## src/hdl/trpp_pkg.sv

```systemverilog
package trpp_pkg;

    // Input beat actions; the fourth code does nothing.
    typedef enum logic [1:0] {
        ACT_SAMPLE = 2'd0,
        ACT_LINE   = 2'd1,
        ACT_START  = 2'd2
    } action_t;

    // Configuration register indexes.
    localparam int CFG_IDX_W = 3;
    localparam logic [CFG_IDX_W-1:0] REG_THRESHOLD    = 3'd0;
    localparam logic [CFG_IDX_W-1:0] REG_FIRST_BIN    = 3'd1;
    localparam logic [CFG_IDX_W-1:0] REG_FREQ_STEP    = 3'd2;
    localparam logic [CFG_IDX_W-1:0] REG_LINE_COUNT   = 3'd3;
    localparam logic [CFG_IDX_W-1:0] REG_NOISE_OFFSET = 3'd4;

    // Square root unit: radicand is (2 * d) in Q16.16 scaled by 2^16.
    localparam int RAD_W  = 50;
    localparam int ROOT_W = 25;
    localparam int REM_W  = ROOT_W + 2;
    localparam int STEP_W = 5;
    localparam logic [STEP_W-1:0] SQRT_STEPS = 5'd25;

    typedef struct packed {
        action_t     action;
        logic [31:0] value;
        logic [31:0] upper_edge;
        logic [3:0]  line_slot;
        logic        last;
    } in_item_t;

    typedef struct packed {
        logic [15:0] peak_bin;
        logic [31:0] frequency;
        logic [31:0] snr;
    } out_item_t;

    // Commands from the controller to the datapath.
    typedef struct packed {
        logic accept;
        logic mul_start;
        logic add_en;
        logic walk_en;
        logic load_out;
    } ctrl_cmd_t;

    // Status from the datapath to the controller.
    typedef struct packed {
        logic run_end;
        logic veto_done;
        logic veto_hit;
        logic root_busy;
    } dp_sts_t;

endpackage

```

## src/hdl/threshold_run_peak_picker.sv

```systemverilog
// Threshold run peak picker.
// Load threshold, first bin, frequency step, line count and noise offset on
// the cfg_* channel (always ready) while the block is idle. On the s_* channel
// send veto lines (action 1) and a spectrum start carrying the base frequency
// (action 2), then one statistic sample per beat (action 0), last on the final.
// A beat that closes a run yields at most one m_* beat: bin, frequency, SNR.
// Samples that close no run never stall the input. A closing sample holds the
// input until the 25-step bit-serial square root, which runs beside the veto
// walk, has settled; a vetoed candidate holds it until the one-entry-a-cycle
// read of the veto table has covered the lines in use.
// The result sits in an output register: a stalled receiver does not block
// input until a second result is ready, which then waits for the first.
// Reset (aresetn low, synchronous) clears the configuration, the run state and
// any pending result; the veto table keeps its contents and must be loaded
// before lines are counted in use.
module threshold_run_peak_picker import trpp_pkg::*; #(
    parameter int MAX_LINES = 16,
    parameter int BIN_BITS  = 16
) (
    input  logic                 aclk,
    input  logic                 aresetn,
    input  logic                 s_valid,
    output logic                 s_ready,
    input  in_item_t             s_item,
    output logic                 m_valid,
    input  logic                 m_ready,
    output out_item_t            m_item,
    input  logic                 cfg_valid,
    output logic                 cfg_ready,
    input  logic [CFG_IDX_W-1:0] cfg_index,
    input  logic [31:0]          cfg_data
);

    ctrl_cmd_t cmd;
    dp_sts_t   sts;

    assign cfg_ready = 1'b1;

    trpp_ctrl u_ctrl (
        .aclk    (aclk),
        .aresetn (aresetn),
        .s_valid (s_valid),
        .s_ready (s_ready),
        .m_valid (m_valid),
        .m_ready (m_ready),
        .sts     (sts),
        .cmd     (cmd)
    );

    trpp_datapath #(
        .MAX_LINES (MAX_LINES),
        .BIN_BITS  (BIN_BITS)
    ) u_datapath (
        .aclk      (aclk),
        .aresetn   (aresetn),
        .s_item    (s_item),
        .cfg_we    (cfg_valid && cfg_ready),
        .cfg_index (cfg_index),
        .cfg_data  (cfg_data),
        .cmd       (cmd),
        .sts       (sts),
        .m_item    (m_item)
    );

    // A result never overwrites one the receiver has not taken.
    assert property (@(posedge aclk) disable iff (!aresetn)
        cmd.load_out |-> (!m_valid || m_ready))
        else $error("result register overwritten");

    // Candidate work starts only right after a beat that closes a run.
    assert property (@(posedge aclk) disable iff (!aresetn)
        cmd.mul_start |-> $past(cmd.accept && sts.run_end))
        else $error("candidate started without a closing sample");

    // A result is loaded only once the root has settled.
    assert property (@(posedge aclk) disable iff (!aresetn)
        cmd.load_out |-> !sts.root_busy)
        else $error("result loaded while root busy");

    // A candidate that passes the veto keeps the input stalled.
    assert property (@(posedge aclk) disable iff (!aresetn)
        (cmd.walk_en && sts.veto_done && !sts.veto_hit) |=> !s_ready)
        else $error("input reopened before surviving candidate was emitted");

endmodule

```

## src/hdl/trpp_sqrt.sv

```systemverilog
module trpp_sqrt import trpp_pkg::*; (
    input  logic              aclk,
    input  logic              aresetn,
    input  logic              start,
    input  logic [RAD_W-1:0]  radicand,
    output logic [ROOT_W-1:0] root,
    output logic              busy
);

    logic [RAD_W-1:0]  rad_reg;
    logic [REM_W-1:0]  rem_reg;
    logic [REM_W-1:0]  rem_next;
    logic [ROOT_W-1:0] root_reg;
    logic [ROOT_W-1:0] root_next;
    logic [STEP_W-1:0] step_reg;
    logic              busy_reg;
    logic [REM_W-1:0]  rem_shift;
    logic [REM_W-1:0]  trial;

    // One restoring step: bring down two radicand bits and try a one bit.
    always_comb begin
        rem_shift = {rem_reg[REM_W-3:0], rad_reg[RAD_W-1 -: 2]};
        trial     = {root_reg, 2'b01};
        if (rem_shift >= trial) begin
            rem_next  = rem_shift - trial;
            root_next = {root_reg[ROOT_W-2:0], 1'b1};
        end else begin
            rem_next  = rem_shift;
            root_next = {root_reg[ROOT_W-2:0], 1'b0};
        end
    end

    // Control of the iteration count.
    always_ff @(posedge aclk) begin
        if (!aresetn) begin
            busy_reg <= 1'b0;
            step_reg <= '0;
        end else if (start) begin
            busy_reg <= 1'b1;
            step_reg <= SQRT_STEPS;
        end else if (busy_reg) begin
            step_reg <= step_reg - 1'b1;
            if (step_reg == 1) begin
                busy_reg <= 1'b0;
            end
        end
    end

    // Working registers of the root.
    always_ff @(posedge aclk) begin
        if (start) begin
            rad_reg  <= radicand;
            rem_reg  <= '0;
            root_reg <= '0;
        end else if (busy_reg) begin
            rad_reg  <= {rad_reg[RAD_W-3:0], 2'b00};
            rem_reg  <= rem_next;
            root_reg <= root_next;
        end
    end

    assign root = root_reg;
    assign busy = busy_reg;

endmodule

```

## src/hdl/trpp_datapath.sv

```systemverilog
module trpp_datapath import trpp_pkg::*; #(
    parameter int MAX_LINES = 16,
    parameter int BIN_BITS  = 16
) (
    input  logic                 aclk,
    input  logic                 aresetn,
    input  in_item_t             s_item,
    input  logic                 cfg_we,
    input  logic [CFG_IDX_W-1:0] cfg_index,
    input  logic [31:0]          cfg_data,
    input  ctrl_cmd_t            cmd,
    output dp_sts_t              sts,
    output out_item_t            m_item
);

    localparam int LINE_W = (MAX_LINES > 1) ? $clog2(MAX_LINES) : 1;
    localparam int CNT_W  = $clog2(MAX_LINES + 1);
    localparam int PROD_W = BIN_BITS + 32;

    // Configuration registers.
    logic [31:0] threshold_reg;
    logic [15:0] first_bin_reg;
    logic [31:0] freq_step_reg;
    logic [4:0]  line_count_reg;
    logic [31:0] noise_offset_reg;

    // Run tracking state.
    logic                in_run_reg;
    logic [31:0]         best_value_reg;
    logic [BIN_BITS-1:0] best_bin_reg;
    logic [BIN_BITS-1:0] bin_counter_reg;
    logic [31:0]         base_freq_reg;

    // Candidate evaluation.
    logic [PROD_W-1:0] product_reg;
    logic [PROD_W:0]   freq_sum;
    logic [31:0]       freq_reg;
    logic [CNT_W-1:0]  walk_idx_reg;
    logic [CNT_W-1:0]  lines_used;
    logic              chk_valid_reg;
    logic              hit_reg;
    logic [63:0]       veto_mem [MAX_LINES];
    logic [63:0]       veto_rd_reg;
    logic              in_range;
    logic              slot_ok;
    logic [31:0]       diff;
    logic [RAD_W-1:0]  radicand;
    logic [ROOT_W-1:0] root;
    logic              root_busy;
    out_item_t         out_item_reg;

    logic [BIN_BITS-1:0] bin_now;
    logic                above;
    logic                at_or_above;
    logic                run_after;
    logic                take_new;

    // Configuration writes.
    always_ff @(posedge aclk) begin
        if (!aresetn) begin
            threshold_reg    <= '0;
            first_bin_reg    <= '0;
            freq_step_reg    <= '0;
            line_count_reg   <= '0;
            noise_offset_reg <= '0;
        end else if (cfg_we) begin
            case (cfg_index)
                REG_THRESHOLD:    threshold_reg    <= cfg_data;
                REG_FIRST_BIN:    first_bin_reg    <= cfg_data[15:0];
                REG_FREQ_STEP:    freq_step_reg    <= cfg_data;
                REG_LINE_COUNT:   line_count_reg   <= cfg_data[4:0];
                REG_NOISE_OFFSET: noise_offset_reg <= cfg_data;
                default: ;
            endcase
        end
    end

    // Run decisions for the sample on the input.
    always_comb begin
        bin_now     = BIN_BITS'(first_bin_reg) + bin_counter_reg;
        above       = s_item.value > threshold_reg;
        at_or_above = s_item.value >= threshold_reg;
        run_after   = in_run_reg ? above : at_or_above;
        take_new    = in_run_reg ? (above && (s_item.value > best_value_reg)) : at_or_above;
    end

    assign sts.run_end = (s_item.action == ACT_SAMPLE) &&
                         ((in_run_reg && !above) || (s_item.last && run_after));

    // Run state update on each accepted beat.
    always_ff @(posedge aclk) begin
        if (!aresetn) begin
            in_run_reg      <= 1'b0;
            best_value_reg  <= '0;
            best_bin_reg    <= '0;
            bin_counter_reg <= '0;
            base_freq_reg   <= '0;
        end else if (cmd.accept) begin
            case (s_item.action)
                ACT_SAMPLE: begin
                    if (take_new) begin
                        best_value_reg <= s_item.value;
                        best_bin_reg   <= bin_now;
                    end
                    in_run_reg      <= run_after && !s_item.last;
                    bin_counter_reg <= s_item.last ? '0 : bin_counter_reg + 1'b1;
                end
                ACT_START: begin
                    base_freq_reg   <= s_item.value;
                    bin_counter_reg <= '0;
                    in_run_reg      <= 1'b0;
                end
                default: ;
            endcase
        end
    end

    // Frequency: multiply, then add the base and saturate.
    assign freq_sum = (PROD_W+1)'(base_freq_reg) + (PROD_W+1)'(product_reg);

    always_ff @(posedge aclk) begin
        if (cmd.mul_start) begin
            product_reg <= best_bin_reg * freq_step_reg;
        end
        if (cmd.add_en) begin
            freq_reg <= (|freq_sum[PROD_W:32]) ? 32'hFFFF_FFFF : freq_sum[31:0];
        end
    end

    // Veto table, one read a cycle during the walk.
    assign slot_ok = 32'(s_item.line_slot) < MAX_LINES;

    always_ff @(posedge aclk) begin
        if (cmd.accept && (s_item.action == ACT_LINE) && slot_ok) begin
            veto_mem[LINE_W'(s_item.line_slot)] <= {s_item.upper_edge, s_item.value};
        end
        veto_rd_reg <= veto_mem[walk_idx_reg[LINE_W-1:0]];
    end

    assign lines_used = (32'(line_count_reg) > MAX_LINES) ? CNT_W'(MAX_LINES)
                                                           : CNT_W'(line_count_reg);
    assign in_range   = (freq_reg >= veto_rd_reg[31:0]) && (freq_reg <= veto_rd_reg[63:32]);

    // Walk over the lines in use, comparing each entry from the registered read.
    always_ff @(posedge aclk) begin
        if (!aresetn) begin
            walk_idx_reg  <= '0;
            chk_valid_reg <= 1'b0;
            hit_reg       <= 1'b0;
        end else if (cmd.add_en) begin
            walk_idx_reg  <= '0;
            chk_valid_reg <= 1'b0;
            hit_reg       <= 1'b0;
        end else if (cmd.walk_en) begin
            if (walk_idx_reg < lines_used) begin
                walk_idx_reg  <= walk_idx_reg + 1'b1;
                chk_valid_reg <= 1'b1;
            end else begin
                chk_valid_reg <= 1'b0;
            end
            if (chk_valid_reg && in_range) begin
                hit_reg <= 1'b1;
            end
        end
    end

    assign sts.veto_done = (walk_idx_reg >= lines_used) && !chk_valid_reg;
    assign sts.veto_hit  = hit_reg;

    // SNR root of 2 * (peak - offset), clamped at zero.
    assign diff     = (best_value_reg > noise_offset_reg) ? best_value_reg - noise_offset_reg
                                                          : '0;
    assign radicand = {1'b0, diff, 17'b0};

    trpp_sqrt u_sqrt (
        .aclk     (aclk),
        .aresetn  (aresetn),
        .start    (cmd.mul_start),
        .radicand (radicand),
        .root     (root),
        .busy     (root_busy)
    );

    assign sts.root_busy = root_busy;

    // Output register.
    always_ff @(posedge aclk) begin
        if (cmd.load_out) begin
            out_item_reg.peak_bin  <= 16'(best_bin_reg);
            out_item_reg.frequency <= freq_reg;
            out_item_reg.snr       <= 32'(root);
        end
    end

    assign m_item = out_item_reg;

endmodule

```

## src/hdl/trpp_ctrl.sv

```systemverilog
module trpp_ctrl import trpp_pkg::*; (
    input  logic      aclk,
    input  logic      aresetn,
    input  logic      s_valid,
    output logic      s_ready,
    output logic      m_valid,
    input  logic      m_ready,
    input  dp_sts_t   sts,
    output ctrl_cmd_t cmd
);

    typedef enum logic [5:0] {
        ST_IDLE = 6'b000001,
        ST_MUL  = 6'b000010,
        ST_ADD  = 6'b000100,
        ST_VETO = 6'b001000,
        ST_ROOT = 6'b010000,
        ST_EMIT = 6'b100000
    } state_t;

    state_t state_reg;
    state_t state_next;
    logic   m_valid_reg;
    logic   m_valid_next;
    logic   out_free;

    assign out_free = !m_valid_reg || m_ready;

    // Command decode.
    always_comb begin
        s_ready       = (state_reg == ST_IDLE);
        cmd.accept    = s_valid && s_ready;
        cmd.mul_start = (state_reg == ST_MUL);
        cmd.add_en    = (state_reg == ST_ADD);
        cmd.walk_en   = (state_reg == ST_VETO);
        cmd.load_out  = (state_reg == ST_EMIT) && out_free;
    end

    // Next state.
    always_comb begin
        state_next = state_reg;
        case (state_reg)
            ST_IDLE: begin
                if (cmd.accept && sts.run_end) begin
                    state_next = ST_MUL;
                end
            end
            ST_MUL:  state_next = ST_ADD;
            ST_ADD:  state_next = ST_VETO;
            ST_VETO: begin
                if (sts.veto_done) begin
                    state_next = sts.veto_hit ? ST_IDLE : ST_ROOT;
                end
            end
            ST_ROOT: begin
                if (!sts.root_busy) begin
                    state_next = ST_EMIT;
                end
            end
            ST_EMIT: begin
                if (out_free) begin
                    state_next = ST_IDLE;
                end
            end
            default: state_next = ST_IDLE;
        endcase
    end

    // Result beat valid flag.
    always_comb begin
        m_valid_next = m_valid_reg;
        if (cmd.load_out) begin
            m_valid_next = 1'b1;
        end else if (m_ready) begin
            m_valid_next = 1'b0;
        end
    end

    always_ff @(posedge aclk) begin
        if (!aresetn) begin
            state_reg   <= ST_IDLE;
            m_valid_reg <= 1'b0;
        end else begin
            state_reg   <= state_next;
            m_valid_reg <= m_valid_next;
        end
    end

    assign m_valid = m_valid_reg;

endmodule

```

## config.mk

```make
export PLATFORM = sky130hd
export DESIGN_NAME = threshold_run_peak_picker
export DESIGN_NICKNAME = d
export VERILOG_FILES = /design/src/hdl/trpp_pkg.sv /design/src/hdl/threshold_run_peak_picker.sv /design/src/hdl/trpp_sqrt.sv /design/src/hdl/trpp_datapath.sv /design/src/hdl/trpp_ctrl.sv
export SDC_FILE = /design/constraint.sdc
export NUM_CORES = 2
export LEC_CHECK = 0
export BUFFER_PORTS_ARGS = -buffer_cell sky130_fd_sc_hd__buf_2
export CORE_MARGIN = 2
export CORE_UTILIZATION = 40
export CTS_CLUSTER_DIAMETER = 200
export CTS_CLUSTER_SIZE = 30
export DETAILED_ROUTE_END_ITERATION = 7
export MAX_ROUTING_LAYER = met4
export PLACE_DENSITY_LB_ADDON = 0.08
export SYNTH_ARGS = -nofsm -noshare
export SYNTH_HDL_FRONTEND = slang
export SYNTH_HIERARCHICAL = 1
export SYNTH_SLANG_ARGS = --single-unit
```

## constraint.sdc

```tcl
create_clock -name aclk -period 8.9 [get_ports aclk]
set_clock_uncertainty 0.15 [all_clocks]
set_input_delay 0.445 -clock aclk [delete_from_list [all_inputs] [get_ports aclk]]
set_output_delay 0.445 -clock aclk [all_outputs]
set_load 0.02 [all_outputs]
```

==> results.md <==
* Final hold violations at 0
* Max FFs per register at 1,024
* Share of the synthesized area in the top cell type at 44.4%
* Critical path required time at between 9000 and 10,000 ps
* Achievable Freq at approximately 130 MHz
* Root buffer cell: sky130_fd_sc_hd__clkbuf_16
* Status: finished clean
* Final Instance Count excl. Fillers at slightly above 9,000
* Initial DRC Count at between 3,000 and 4,000
* Count of distinct cell types in the synthesized netlist at 99
* Area enclosed by the die boundary at 0.211 mm^2
* Standby leakage power at 0.0328 uW
* Cells after synthesis at 6,330
* Number of nets with antenna violations after detailed routing at 0
* Filler instances at 19,000
* Compound-gate portion of the synthesized area at under 10%
* Setup Slack @ Placement at 1020 ps
* Type of the worst min-delay path: in -> reg
* Share of the synthesized netlist area taken by xor and xnor gates at 1.49%
* Multiplexer share of the synthesized area at 10.5%
* Number of warning messages in the yosys log at 6
* Setup crit end kind: flip-flop
* Std-Cell Rows at 167
* Die Y-Extent at 460 um
* DRC errors left at 0
* Placer congestion estimate at 0.870
* Final-stage net count at approximately 7,400
* Die width at 460 um
* Initial core utilization at 40.2%
* Basic-gate share of the synthesized area counting and, or, nand and nor cells at 9.13%
* Worst Setup Path Type: reg -> reg
* Unrepaired setup endpoints after global routing: false
* Async set-or-reset flop fraction in the synthesized netlist at 0%
* Number of vias in the routed layout at 49,200
* Total placed cells including tap cells at 9,014
* Count of endpoints failing setup in the final report at 0
* Peak fanout along the critical path at 22
* Via count of the first global-routing pass at slightly above 50,000
* PnR worst setup slack at 1070 ps
* CTS Buf Count at 59
* VDD IR-drop max at 0.000204 V
* Total clock sinks at about 1,600
* Crit share post-route at between 80% and 90%
* Synth area leader: sky130_fd_sc_hd__edfxtp_1
* Detailed-placement wirelength estimate at 155,000 um
* Drt wl/cell at 24.9 um
* Total overflow reported by the global router at 0
* Top cells by area, synth: sky130_fd_sc_hd__edfxtp_1, sky130_fd_sc_hd__fa_1, sky130_fd_sc_hd__mux4_2
* Proportion of layout cells with a drive suffix above 1 at 12.0%
* Max Buffers Root-to-Sink at 3
* IO buf count at between 150 and 200
* Max Slew Vio Count at 0
* Total global-route track usage at 22.3%
* Data arrival time of the worst path at 8190 ps
* Post-layout power at 12,800 uW
* Pin count of the biggest net entering global routing at 127
* Share of synthesized area occupied by flip-flops and latches at 52.8%
* Depth of the CTS H-tree at 2
* Mean area per synthesized cell at 13.1 um^2
* Shortest period the worst path allows at 7830 ps
* Total detailed-routing wirelength at 230,000 um
* Accumulated negative setup slack at 0 ps
* Post-route core utilization at between 40% and 50%
* Worst skew pair latency at 770 ps
* Register clock-pin slew on the reported worst setup and hold paths at 120 ps
* Startpoint type of the worst setup path: flip-flop
* Number of max-cap violations at 0
* Adder-cell share of the synthesized area at roughly 16%
* Combinational family with the most area after synthesis: adder cells
* Total of flip-flops plus latches after synthesis at 1,575
* Per-cell via count in the routed design at ~5.3
* Max transition margin at 15.3%
* Slew at the pin closest to its max-slew limit at 1270 ps
* Post-synthesis instance area at 0.0830 mm^2
* First-pass detailed-route iteration total at 6
* Area Overhead vs Synth at 8.05%
* Number of flops mapped to enable cells by yosys at 1,227
* Wire length of the first global-routing pass at approximately 340,000 um
* TritonCTS clock tree: yes
* Core area at 0.207 mm^2
* Ports at a little under 200
* Top FF cell, synth: sky130_fd_sc_hd__edfxtp_1
* Power per cell area at 142 mW/mm^2
* Antenna violations before repair at 16
==> critical path: stages (launching register included) <==
cell and delay, ps:
sky130_fd_sc_hd__dfxtp_1 630, sky130_fd_sc_hd__buf_4 370, sky130_fd_sc_hd__nand2_1 110, sky130_fd_sc_hd__fa_1 480, sky130_fd_sc_hd__fa_1 520, sky130_fd_sc_hd__fa_1 520, sky130_fd_sc_hd__inv_1 60, sky130_fd_sc_hd__fa_1 490
sky130_fd_sc_hd__fa_1 490, sky130_fd_sc_hd__inv_1 50, sky130_fd_sc_hd__fa_1 480, sky130_fd_sc_hd__inv_1 40, sky130_fd_sc_hd__ha_1 390, sky130_fd_sc_hd__nand4_1 200, sky130_fd_sc_hd__o32ai_2 420, sky130_fd_sc_hd__a311oi_1 300
sky130_fd_sc_hd__or4_1 510, sky130_fd_sc_hd__o311ai_1 400, sky130_fd_sc_hd__a31oi_1 290, sky130_fd_sc_hd__o31ai_4 330, sky130_fd_sc_hd__nor4b_1 100, sky130_fd_sc_hd__a211o_1 290
==> cells in the final DEF (no fill, tap or decap), drive strengths merged, types with 9 or more instances in the layout <==
| master | synthesis | routed |
|---|---|---|
| a21boi | 9 | 9 |
| o211ai | 9 | 9 |
| xnor2 | 84 | 84 |
| ha | 363 | 363 |
| and3 | 26 | 26 |
| a31oi | 22 | 22 |
| xor2 | 57 | 57 |
| fa | 421 | 421 |
| o21a | 34 | 34 |
| nor3b | 16 | 16 |
| nand4 | 50 | 50 |
| mux2i | 94 | 94 |
| inv | 680 | 680 |
| a21o | 122 | 122 |
| buf | 89 | 270 |
| or2 | 11 | 11 |
| edfxtp | 1227 | 1227 |
| nor2b | 45 | 45 |
| a311oi | 13 | 13 |
| nand2b | 36 | 36 |
| nand3b | 9 | 9 |
| mux2 | 49 | 49 |
| nor3 | 45 | 45 |
| nand3 | 48 | 48 |
| a21oi | 307 | 307 |
| conb | 2 | 26 |
| o21ai | 113 | 113 |
| nor4 | 14 | 14 |
| and2 | 228 | 228 |
| a2111oi | 9 | 9 |
| or3 | 21 | 21 |
| mux4 | 320 | 320 |
| nand2 | 763 | 763 |
| diode | 0 | 15 |
| a211oi | 28 | 28 |
| nor2 | 279 | 279 |
| dfxtp | 348 | 348 |
| dlygate4sd3 | 0 | 95 |
| clkbuf | 225 | 106 |
| o21bai | 25 | 25 |
==> kinds of logic after synthesis <==
| group | count (synthesis) |
|---|---|
| AND/OR/NAND/NOR | 1618 |
| flip-flops | 1575 |
| buffers and inverters | 994 |
| adder cells (fa/ha/maj) | 784 |
| AO/OA/AOI/OAI | 753 |
| multiplexers | 463 |
| XOR/XNOR | 141 |
| other | 2 |
==> stage by stage <==
step,area [um^2],hold WS [ps]
after floorplan,83100,276
after global placement,87000,294
after detailed placement,87000,297
after CTS,89700,13.5
after global routing,89700,45.3
final,89700,53.5
==> timing repair <==
action,4_1_cts,5_1_grt
gates resized for setup,0,0
hold buffers,95,0
endpoints found under the setup margin,0,0
hold endpoints to repair,1112,0
buffers inserted,0,0
==> worst paths after layout <==
| kind | startpoint | to | slack (ps) | cells past startpoint |
|---|---|---|---|---|
| worst min-delay path | s_item[49] | u_datapath/base_freq_reg[12]$_SDFFE_PN0P_ | 50 | 3 |
| worst min register to register | u_datapath/threshold_reg[30]$_SDFFE_PN0P_ | u_datapath/threshold_reg[30]$_SDFFE_PN0P_ | 310 | 2 |
| worst max register to register | u_datapath/best_bin_reg[3]$_SDFFE_PN0P_ | u_datapath/product_reg[45]$_DFFE_PP_ | 1070 | 21 |
| worst max-delay path | u_datapath/best_bin_reg[3]$_SDFFE_PN0P_ | u_datapath/product_reg[45]$_DFFE_PP_ | 1070 | 21 |
==> synth_stat cells, drive strengths merged, types with 57 or more instances <==
cell type  number
o21ai         113
a21o          122
buf            89
inv           680
nand2         763
xor2           57
nor2          279
clkbuf        225
xnor2          84
fa            421
dfxtp         348
edfxtp       1227
a21oi         307
mux2i          94
mux4          320
ha            363
and2          228
==> layer usage <==
metal	vias up	share of wire (%)	global-route usage, %
met4	0	1.7	4.09
li1	22400	-	-
met2	1054	47	35.7
met3	183	4.6	2.27
met5	-	0	-
met1	25500	46	31.2
==> cell type report <==
class	count	area, um^2	area share [%]
antenna	15	37.5	0.0418
clock buffer	106	1650	1.84
clock inverter	5	109	0.121
inverter	680	2560	2.85
multi-input combinational	3785	35500	39.6
sequential	1575	43800	48.9
tap	2704	3380	3.77
timing repair buffer	365	2620	2.91
==> power breakdown <==
part | leakage [uW] | internal (uW) | switching, uW | total [uW]
logic | 0.0181 | 433 | 732 | 1160
registers | 0.0139 | 7960 | 56.2 | 8010
clock network | 0.000826 | 1300 | 2300 | 3600
No activity file was read; power rests on OpenSTA's default activity.
